--- config.mk ---
export PLATFORM = sky130hd
export DESIGN_NAME = pointer_speed_accel_gain
export DESIGN_NICKNAME = d
export VERILOG_FILES = /design/src/rtl/psag_pkg.sv /design/src/rtl/pointer_speed_accel_gain.sv
export VERILOG_INCLUDE_DIRS = /design/src /design/src/rtl
export SDC_FILE = /design/constraint.sdc
export NUM_CORES = 2
export LEC_CHECK = 0
export ABC_CLOCK_PERIOD_IN_PS = 9000
export BUFFER_PORTS_ARGS = -buffer_cell sky130_fd_sc_hd__buf_2
export CORE_UTILIZATION = 67
export CTS_BUF_LIST = sky130_fd_sc_hd__clkbuf_2 sky130_fd_sc_hd__clkbuf_4 sky130_fd_sc_hd__clkbuf_8
export CTS_CLUSTER_SIZE = 28
export DETAILED_ROUTE_END_ITERATION = 6
export MAX_ROUTING_LAYER = met4
export PLACE_DENSITY = 0.85
export SETUP_SLACK_MARGIN = 0.4
export SKIP_CTS_REPAIR_TIMING = 1
export SYNTH_ARGS = -nofsm -noshare
export SYNTH_HDL_FRONTEND = slang
export SYNTH_SLANG_ARGS = --single-unit
export TNS_END_PERCENT = 20
--- constraint.sdc ---
create_clock -name clk -period 9 [get_ports clk]
set_input_delay 0.45 -clock clk [delete_from_list [all_inputs] [get_ports clk]]
set_output_delay 0.45 -clock clk [all_outputs]
set_load 0.02 [all_outputs]
--- src/rtl/assert_macros.svh ---
// ------------------------------------------------------------------------
// Assertion macros
// Shared concurrent assertion forms, clocked on clk, disabled in reset.
// ------------------------------------------------------------------------
`ifndef ASSERT_MACROS_SVH
`define ASSERT_MACROS_SVH

// Same-cycle implication
`define ASSERT_SAME(label, ante, cons, msg) \
	label: assert property (@(posedge clk) disable iff (!arst_n) (ante) |-> (cons)) \
		else $error(msg);

// Next-cycle implication
`define ASSERT_NEXT(label, ante, cons, msg) \
	label: assert property (@(posedge clk) disable iff (!arst_n) (ante) |=> (cons)) \
		else $error(msg);

`endif

--- src/rtl/psag_pkg.sv ---
// ------------------------------------------------------------------------
// psag_pkg
// Types and constants of the pointer speed acceleration gain block.
// ------------------------------------------------------------------------
package psag_pkg;

	// Register indexes (byte address bits [3:2])
	localparam logic [1:0] REG_ACCEL_ON  = 2'd0;
	localparam logic [1:0] REG_MAX_GAIN  = 2'd1;
	localparam logic [1:0] REG_KICK_IN   = 2'd2;
	localparam logic [1:0] REG_RAMP      = 2'd3;

	// Register reset values
	localparam logic [15:0] MAX_GAIN_RST = 16'd140;
	localparam logic [15:0] KICK_IN_RST  = 16'd400;
	localparam logic [15:0] RAMP_RST     = 16'd800;

	// Event classes that take acceleration
	localparam logic [1:0] CLS_X = 2'd0;
	localparam logic [1:0] CLS_Y = 2'd1;

	// Time window limit in ms
	localparam logic [48:0] DT_MAX = 49'd1000;

	// Divider step counts
	localparam logic [4:0] SPD_STEPS = 5'd25;
	localparam logic [4:0] T_STEPS   = 5'd7;

	// Unity gain and ramp cap in hundredths
	localparam logic [15:0] GAIN_ONE = 16'd100;
	localparam logic [6:0]  T_CAP    = 7'd100;

	// Reciprocal of 100 for dividends below 2**32: q = (x * DIV100_MAGIC) >> 37
	localparam logic [62:0] DIV100_MAGIC = 63'd1374389535;
	localparam int          DIV100_SHIFT = 37;

	// Sequencer states
	typedef enum logic [10:0] {
		ST_IDLE    = 11'b000_0000_0001,
		ST_DIV_SPD = 11'b000_0000_0010,
		ST_CMP     = 11'b000_0000_0100,
		ST_CAP     = 11'b000_0000_1000,
		ST_DIV_T   = 11'b000_0001_0000,
		ST_GMUL    = 11'b000_0010_0000,
		ST_GDIV    = 11'b000_0100_0000,
		ST_GSET    = 11'b000_1000_0000,
		ST_ODIV    = 11'b001_0000_0000,
		ST_OSET    = 11'b010_0000_0000,
		ST_FIN     = 11'b100_0000_0000
	} state_t;

endpackage

--- src/rtl/pointer_speed_accel_gain.sv ---
// ------------------------------------------------------------------------
// pointer_speed_accel_gain
// Speed dependent gain on pointer motion deltas, bit-serial dividers.
// ------------------------------------------------------------------------
// Channel   Dir  Handshake                   Payload
// event     in   event_valid / event_stall   event_class, delta_in, time_ms
// result    out  result_valid / result_stall delta_out
// config    in   APB write / read            paddr, pwdata, prdata
//
// One transaction at a time. An accelerated event runs 25 restoring divider
// steps for the speed and a compare; above kick-in it adds a cap test, 7 more
// steps for the ramp position when the ramp is not capped, and the states
// GMUL to OSET that multiply and scale; below it the delta passes unchanged.
// The input reopens in the same cycle that the result is presented.
// Pass-through events go from idle straight to the final state. Reset clears
// configuration to defaults and the last motion timestamp to zero. A stalled
// result keeps the sequencer in its final state and event_stall high.
// ------------------------------------------------------------------------
`include "assert_macros.svh"

module pointer_speed_accel_gain
	import psag_pkg::*;
(
	input  logic               clk,
	input  logic               arst_n,
	// configuration
	input  logic               psel,
	input  logic               penable,
	input  logic               pwrite,
	input  logic [3:0]         paddr,
	input  logic [31:0]        pwdata,
	output logic [31:0]        prdata,
	output logic               pready,
	// event channel
	input  logic               event_valid,
	output logic               event_stall,
	input  logic [1:0]         event_class,
	input  logic signed [15:0] delta_in,
	input  logic [47:0]        time_ms,
	// result channel
	output logic               result_valid,
	input  logic               result_stall,
	output logic signed [15:0] delta_out
);

	// Configuration registers
	logic        accel_on_q;
	logic [15:0] max_gain_q;
	logic [15:0] kick_q;
	logic [15:0] ramp_q;

	// Control state
	state_t      state_q;
	logic [4:0]  cnt_q;
	logic [47:0] last_q;
	logic        out_valid_q;

	// Datapath registers
	logic [31:0] dq_q;      // dividend / quotient shift register
	logic [15:0] rem_q;     // partial remainder
	logic [15:0] dvsr_q;    // divisor
	logic        neg_q;
	logic [15:0] mag_q;
	logic [6:0]  t_q;
	logic [31:0] x_q;       // operand of the divide-by-100 unit
	logic [15:0] q_q;       // low quotient bits of the divide-by-100 unit
	logic [15:0] res_q;
	logic [15:0] out_q;

	logic        cfg_wr;
	logic        ev_acc;
	logic        ev_accel;
	logic        fin_go;
	logic [15:0] din_u;
	logic [15:0] mag;
	logic [24:0] num_spd;
	logic [48:0] diff;
	logic [9:0]  dt;
	logic [16:0] trial;
	logic        take;
	logic [15:0] rem_nx;
	logic [24:0] speed;
	logic        spd_gt;
	logic [24:0] over;
	logic [31:0] over_x100;
	logic [22:0] ramp_x101;
	logic        gain_up;
	logic [15:0] gain_dist;
	logic [15:0] gain;
	logic [62:0] mul100;

	// APB access
	assign pready = 1'b1;
	assign cfg_wr = psel && penable && pwrite;

	always_comb begin
		case (paddr[3:2])
			REG_ACCEL_ON: prdata = {31'd0, accel_on_q};
			REG_MAX_GAIN: prdata = {16'd0, max_gain_q};
			REG_KICK_IN:  prdata = {16'd0, kick_q};
			REG_RAMP:     prdata = {16'd0, ramp_q};
			default:      prdata = 32'd0;
		endcase
	end

	always_ff @(posedge clk or negedge arst_n) begin
		if (!arst_n) begin
			accel_on_q <= 1'b0;
			max_gain_q <= MAX_GAIN_RST;
			kick_q     <= KICK_IN_RST;
			ramp_q     <= RAMP_RST;
		end else if (cfg_wr) begin
			case (paddr[3:2])
				REG_ACCEL_ON: accel_on_q <= pwdata[0];
				REG_MAX_GAIN: max_gain_q <= pwdata[15:0];
				REG_KICK_IN:  kick_q     <= pwdata[15:0];
				REG_RAMP:     ramp_q     <= (pwdata[15:0] == 16'd0) ? 16'd1 : pwdata[15:0];
				default: ;
			endcase
		end
	end

	// Handshakes
	assign event_stall  = (state_q != ST_IDLE);
	assign ev_acc       = event_valid && !event_stall;
	assign ev_accel     = accel_on_q && (event_class == CLS_X || event_class == CLS_Y);
	assign fin_go       = (state_q == ST_FIN) && (!out_valid_q || !result_stall);
	assign result_valid = out_valid_q;
	assign delta_out    = $signed(out_q);

	// Magnitude and counts-times-1000 of the incoming delta
	assign din_u   = delta_in;
	assign mag     = din_u[15] ? (~din_u + 16'd1) : din_u;
	assign num_spd = 25'(mag) * 25'd1000;

	// Elapsed time, forced into 1..1000
	assign diff = {1'b0, time_ms} - {1'b0, last_q};
	always_comb begin
		if (diff[48] || diff == 49'd0) begin
			dt = 10'd1;
		end else if (diff > DT_MAX) begin
			dt = DT_MAX[9:0];
		end else begin
			dt = diff[9:0];
		end
	end

	// One restoring divider step
	assign trial  = {rem_q, dq_q[31]};
	assign take   = (trial >= {1'b0, dvsr_q});
	assign rem_nx = take ? 16'(trial - {1'b0, dvsr_q}) : trial[15:0];

	// Speed over kick-in, scaled by 100, and the ramp cap limit
	assign speed     = dq_q[24:0];
	assign spd_gt    = (speed > 25'(kick_q));
	assign over      = speed - 25'(kick_q);
	assign over_x100 = 32'({over, 6'd0}) + 32'({over, 5'd0}) + 32'({over, 2'd0});
	assign ramp_x101 = 23'({ramp_q, 6'd0}) + 23'({ramp_q, 5'd0}) + 23'({ramp_q, 2'd0})
		+ 23'(ramp_q);

	// Gain step size from the ramp position
	assign gain_up   = (max_gain_q >= GAIN_ONE);
	assign gain_dist = gain_up ? (max_gain_q - GAIN_ONE) : (GAIN_ONE - max_gain_q);
	assign gain      = gain_up ? (GAIN_ONE + q_q) : (GAIN_ONE - q_q);

	// Divide by 100 through the reciprocal
	assign mul100 = 63'(x_q) * DIV100_MAGIC;

	// Sequencer and control registers
	always_ff @(posedge clk or negedge arst_n) begin
		if (!arst_n) begin
			state_q     <= ST_IDLE;
			cnt_q       <= 5'd0;
			last_q      <= 48'd0;
			out_valid_q <= 1'b0;
		end else begin
			// load a finished result, else drop an accepted one
			if (fin_go) begin
				out_valid_q <= 1'b1;
			end else if (out_valid_q && !result_stall) begin
				out_valid_q <= 1'b0;
			end
			case (state_q)
				ST_IDLE: begin
					if (ev_acc) begin
						if (ev_accel) begin
							last_q  <= time_ms;
							cnt_q   <= SPD_STEPS;
							state_q <= ST_DIV_SPD;
						end else begin
							state_q <= ST_FIN;
						end
					end
				end
				ST_DIV_SPD: begin
					cnt_q <= cnt_q - 5'd1;
					if (cnt_q == 5'd1) begin
						state_q <= ST_CMP;
					end
				end
				ST_CMP: begin
					state_q <= spd_gt ? ST_CAP : ST_FIN;
				end
				ST_CAP: begin
					if (dq_q >= 32'(ramp_x101)) begin
						state_q <= ST_GMUL;
					end else begin
						cnt_q   <= T_STEPS;
						state_q <= ST_DIV_T;
					end
				end
				ST_DIV_T: begin
					cnt_q <= cnt_q - 5'd1;
					if (cnt_q == 5'd1) begin
						state_q <= ST_GMUL;
					end
				end
				ST_GMUL: state_q <= ST_GDIV;
				ST_GDIV: state_q <= ST_GSET;
				ST_GSET: state_q <= ST_ODIV;
				ST_ODIV: state_q <= ST_OSET;
				ST_OSET: state_q <= ST_FIN;
				ST_FIN: begin
					if (fin_go) begin
						state_q <= ST_IDLE;
					end
				end
				default: state_q <= ST_IDLE;
			endcase
		end
	end

	// Datapath
	always_ff @(posedge clk) begin
		case (state_q)
			ST_IDLE: begin
				if (ev_acc) begin
					neg_q   <= din_u[15];
					mag_q   <= mag;
					res_q   <= din_u;
					dvsr_q  <= {6'd0, dt};
					rem_q   <= 16'd0;
					dq_q    <= {num_spd, 7'd0};
				end
			end
			ST_DIV_SPD, ST_DIV_T: begin
				rem_q <= rem_nx;
				dq_q  <= {dq_q[30:0], take};
			end
			ST_CMP: begin
				// hold the scaled excess speed for the cap test
				dq_q <= over_x100;
			end
			ST_CAP: begin
				// below the cap the quotient fits 7 bits: preload the upper part
				t_q    <= T_CAP;
				rem_q  <= dq_q[22:7];
				dq_q   <= {dq_q[6:0], 25'd0};
				dvsr_q <= ramp_q;
			end
			ST_GMUL: begin
				x_q <= 32'(t_q) * 32'(gain_dist);
			end
			ST_GDIV, ST_ODIV: begin
				q_q <= mul100[DIV100_SHIFT +: 16];
			end
			ST_GSET: begin
				x_q <= 32'(mag_q) * 32'(gain);
			end
			ST_OSET: begin
				res_q <= neg_q ? (~q_q + 16'd1) : q_q;
			end
			ST_FIN: begin
				if (fin_go) begin
					out_q <= res_q;
				end
			end
			default: ;
		endcase
		// ramp position comes from the short divide when it ran
		if (state_q == ST_DIV_T && cnt_q == 5'd1) begin
			t_q <= {dq_q[5:0], take};
		end
	end

	// Assertions
	`ASSERT_NEXT(a_busy_after_accept, ev_acc, event_stall,
		"event accepted but block not busy")
	`ASSERT_SAME(a_rem_below_dvsr, (state_q == ST_DIV_SPD || state_q == ST_DIV_T),
		(dvsr_q != 16'd0) && (rem_q < dvsr_q), "divider remainder out of range")
	`ASSERT_NEXT(a_result_loaded, fin_go, result_valid && (out_q == $past(res_q)),
		"finished result not presented")
	`ASSERT_SAME(a_gain_dist_bound, (state_q == ST_GMUL), (t_q <= T_CAP),
		"ramp position above cap")

endmodule
==> impl_metrics.tcl <==
set metrics [dict create \
    status "finished, violations left" \
    violations "DRC, hold timing" \
    fmax_mhz 118 \
    yosysTopAreaCellShare_pct 29.2 \
    clock_latency_ns 0.70 \
    path_common_cell "fa_1" \
    setup_tns_ns 0 \
    async_flop_share_pct 40.4 \
    io_buffer_count 123 \
    max_cap_violations 0 \
    grt_pass1_wl_um 220000 \
    grt_pass1_vias 41300 \
    netlist_area_um2 50900 \
    dieArea_um2 77000 \
    ys_ff_latch 282 \
    fp.coreArea_um2 74800 \
    cts.htree.levels 2 \
    cp.arrival_ns 8.97 \
    period_needed_ns 8.51 \
    numCtsBuffers 50 \
    ant_nets 0 \
    grt_max_degree 100 \
    synth_edf_count 168 \
    wl_per_cell_um 21.3 \
    cts.sinks 282 \
    first_iter_violations 3060 \
    cts_tree "done" \
    routed_wirelength_um 140000 \
    fp-row-count 100 \
    antenna_found_initial 1 \
    drc 1 \
    path_cells "buf_4 > ha_1 > fa_1 > fa_1 > inv_1 > fa_1 > fa_1 > fa_1 > inv_1 > fa_1 > fa_1 > ha_1 > nand3_1 > nor2_2 > nand4_1 > a2111oi_2 > o221a_2 > o41ai_4 > a21oi_1 > a21oi_1 > o21ai_1 > or4_1 > a31oi_1 > xnor2_1" \
    dr.pass1.iters 7 \
    synth_area_per_cell_um2 9.42 \
    grt_util_all_layers_pct 37.8 \
    ff2ff_setup_slack_ns 0.49 \
    synthCells 5399 \
    netlist_top_cells_area "fa_1, ha_1, edfxtp_1, inv_1, dfrtp_1" \
    drive_gt1_share_pct 8.62 \
    crit_path_start_kind "register" \
    yosysTopAreaCell "fa_1" \
    final_hold_viol_count 8 \
    yosysSeqAreaShare_pct 15.6 \
    worstPathRequired_ns 9.45 \
    cp_slowest_stage_delay_ns 0.57 \
    regArea_um2 7910 \
    hold_slack_ns -0.0240 \
    period_share_pct 94.6 \
    crit_slowest_cell "edfxtp_1" \
    clock_path_buffers 3 \
    overflow 0 \
    synthFlopType "edfxtp_1" \
    slew_violations 0 \
    via_count 40000 \
    yosysMostFrequentCell "inv_1" \
    cts-root-buf "clkbuf_8" \
    setup_violations 0 \
    multi_input_area_um2 38600 \
    routed_via_density 6.08 \
    synthDistinctLibCells 94 \
    boundaryPins 160 \
    nets 7114 \
    rsz0062_at_grt "no" \
    die_x_um 278 \
    gp_congestion 1.02 \
    hp-class "input port to register" \
    clock_skew_ns 0.0744 \
    clkTransAtPathRegs_ns 0.08 \
    ys_top_cells_by_count "inv_1, fa_1, ha_1" \
    slew_headroom_pct 16.3 \
    nFillCells 5265 \
    crit_buf_inv 3 \
    syn_to_final_growth_pct 7.39 \
    synth_warnings 0 \
    critPathKind "register to register" \
    crit_path_end_kind "register" \
    start_util_pct 68.0 \
    hpwlAfterDp_um 114000 \
    path_max_fanout 8 \
    tightest_slew_ns 1.26 \
    die_h_um 278 \
    critPathTopFamily "adder cells" \
]
==> placed cells by master, fill, tap and decap left out, types with 14 or more instances in the layout <==
master,n
buf_4,112
ha_1,695
nor2b_1,57
or3_1,31
or2_2,22
nor4_1,20
nor3_1,80
nand2_1,482
a21o_1,78
buf_2,122
dfrtp_1,104
inv_1,1069
mux2_2,47
a31oi_1,19
a22o_1,23
and2_1,146
o21ai_0,243
nor2_1,190
or4_1,14
and3_1,23
a22oi_1,15
nand3_1,73
o211ai_1,17
clkbuf_8,58
o21a_1,26
a21oi_1,200
xnor2_1,138
o31ai_1,20
xor2_1,85
a211oi_1,23
o21bai_1,28
mux2i_1,25
nand2b_1,50
edfxtp_1,168
conb_1,17
nand4_1,38
fa_1,740
==> logic make-up (layout without fill, tap and decap cells) <==
kind of cell,count (synthesis),count (layout),share of synthesized area (%)
multiplexers,73,73,1.58
adder cells (fa/ha/maj),1442,1442,46.4
flip-flops,282,282,15.6
other,2,19,0.0148
AND/OR/NAND/NOR,1293,1293,12.5
buffers and inverters,1228,1418,9.24
XOR/XNOR,231,231,3.98
AO/OA/AOI/OAI,848,848,10.7
==> layer usage <==
layer,GRT usage [%],vias up,part of all wire (%)
met5,-,-,0
met4,18.5,0,6.3
met3,7.61,517,8.6
met2,60.9,1887,47
met1,45.3,19600,38
li1,-,18000,-
==> through the flow <==
stage	instances	util (%)	hold slack (ns)	worst slack, ns	instance area, µm²
floorplan	5414	-	0.154	0.717	50900
CTS	6501	71.8	-0.207	-0.140	53700
global placement	6408	70.3	0.401	0.0312	52600
global route	6573	73.0	0.000371	0.356	54600
detailed placement	6408	70.3	0.405	-0.0591	52600
finish	6575	73.0	-0.0240	0.490	54600
==> cell type report <==
cell class / count / area share, %
multi-input combinational: 3904 / 70.7
timing repair buffer: 255 / 3.16
antenna: 2 / 0.00916
clock buffer: 71 / 1.64
inverter: 1070 / 7.35
sequential: 282 / 14.5
clock inverter: 22 / 0.447
tap: 969 / 2.22
==> path summary, 6_finish.rpt <==
| path | to | start | depth (start not counted) |
|---|---|---|---|
| max | q_q[15] | x_q[15] | 24 |
| min | last_q[39] | time_ms[39] | 3 |
| max reg2reg | q_q[15] | x_q[15] | 24 |
| min reg2reg | delta_out[10] | res_q[10] | 0 |
| max in group asynchronous | state_q[4] | arst_n | 3 |
| min in group asynchronous | last_q[40] | arst_n | 2 |
==> registers in the layout, summed over array words and instances (netlist names) <==
name / cells
accel_on_q: 1
cnt_q: 5
delta_out: 16
dq_q: 32
dvsr_q: 16
kick_q: 16
last_q: 48
mag_q: 16
max_gain_q: 16
neg_q: 1
q_q: 16
ramp_q: 16
rem_q: 16
res_q: 16
result_valid: 1
state_q: 11
t_q: 7
x_q: 32
==> worst register-to-register path, stage by stage, from the launching register on <==
cell	delay, ns
edfxtp_1	0.57
buf_4	0.23
ha_1	0.48
fa_1	0.52
fa_1	0.54
inv_1	0.06
fa_1	0.46
fa_1	0.50
fa_1	0.52
inv_1	0.06
fa_1	0.49
fa_1	0.45
ha_1	0.46
nand3_1	0.13
nor2_2	0.25
nand4_1	0.18
a2111oi_2	0.51
o221a_2	0.46
o41ai_4	0.13
a21oi_1	0.22
a21oi_1	0.17
o21ai_1	0.33
or4_1	0.20
a31oi_1	0.11
xnor2_1	0.28
Power is left out: the tool's default activity adds up to more than one toggle a clock period on the data nets, which glitch-free logic cannot reach.
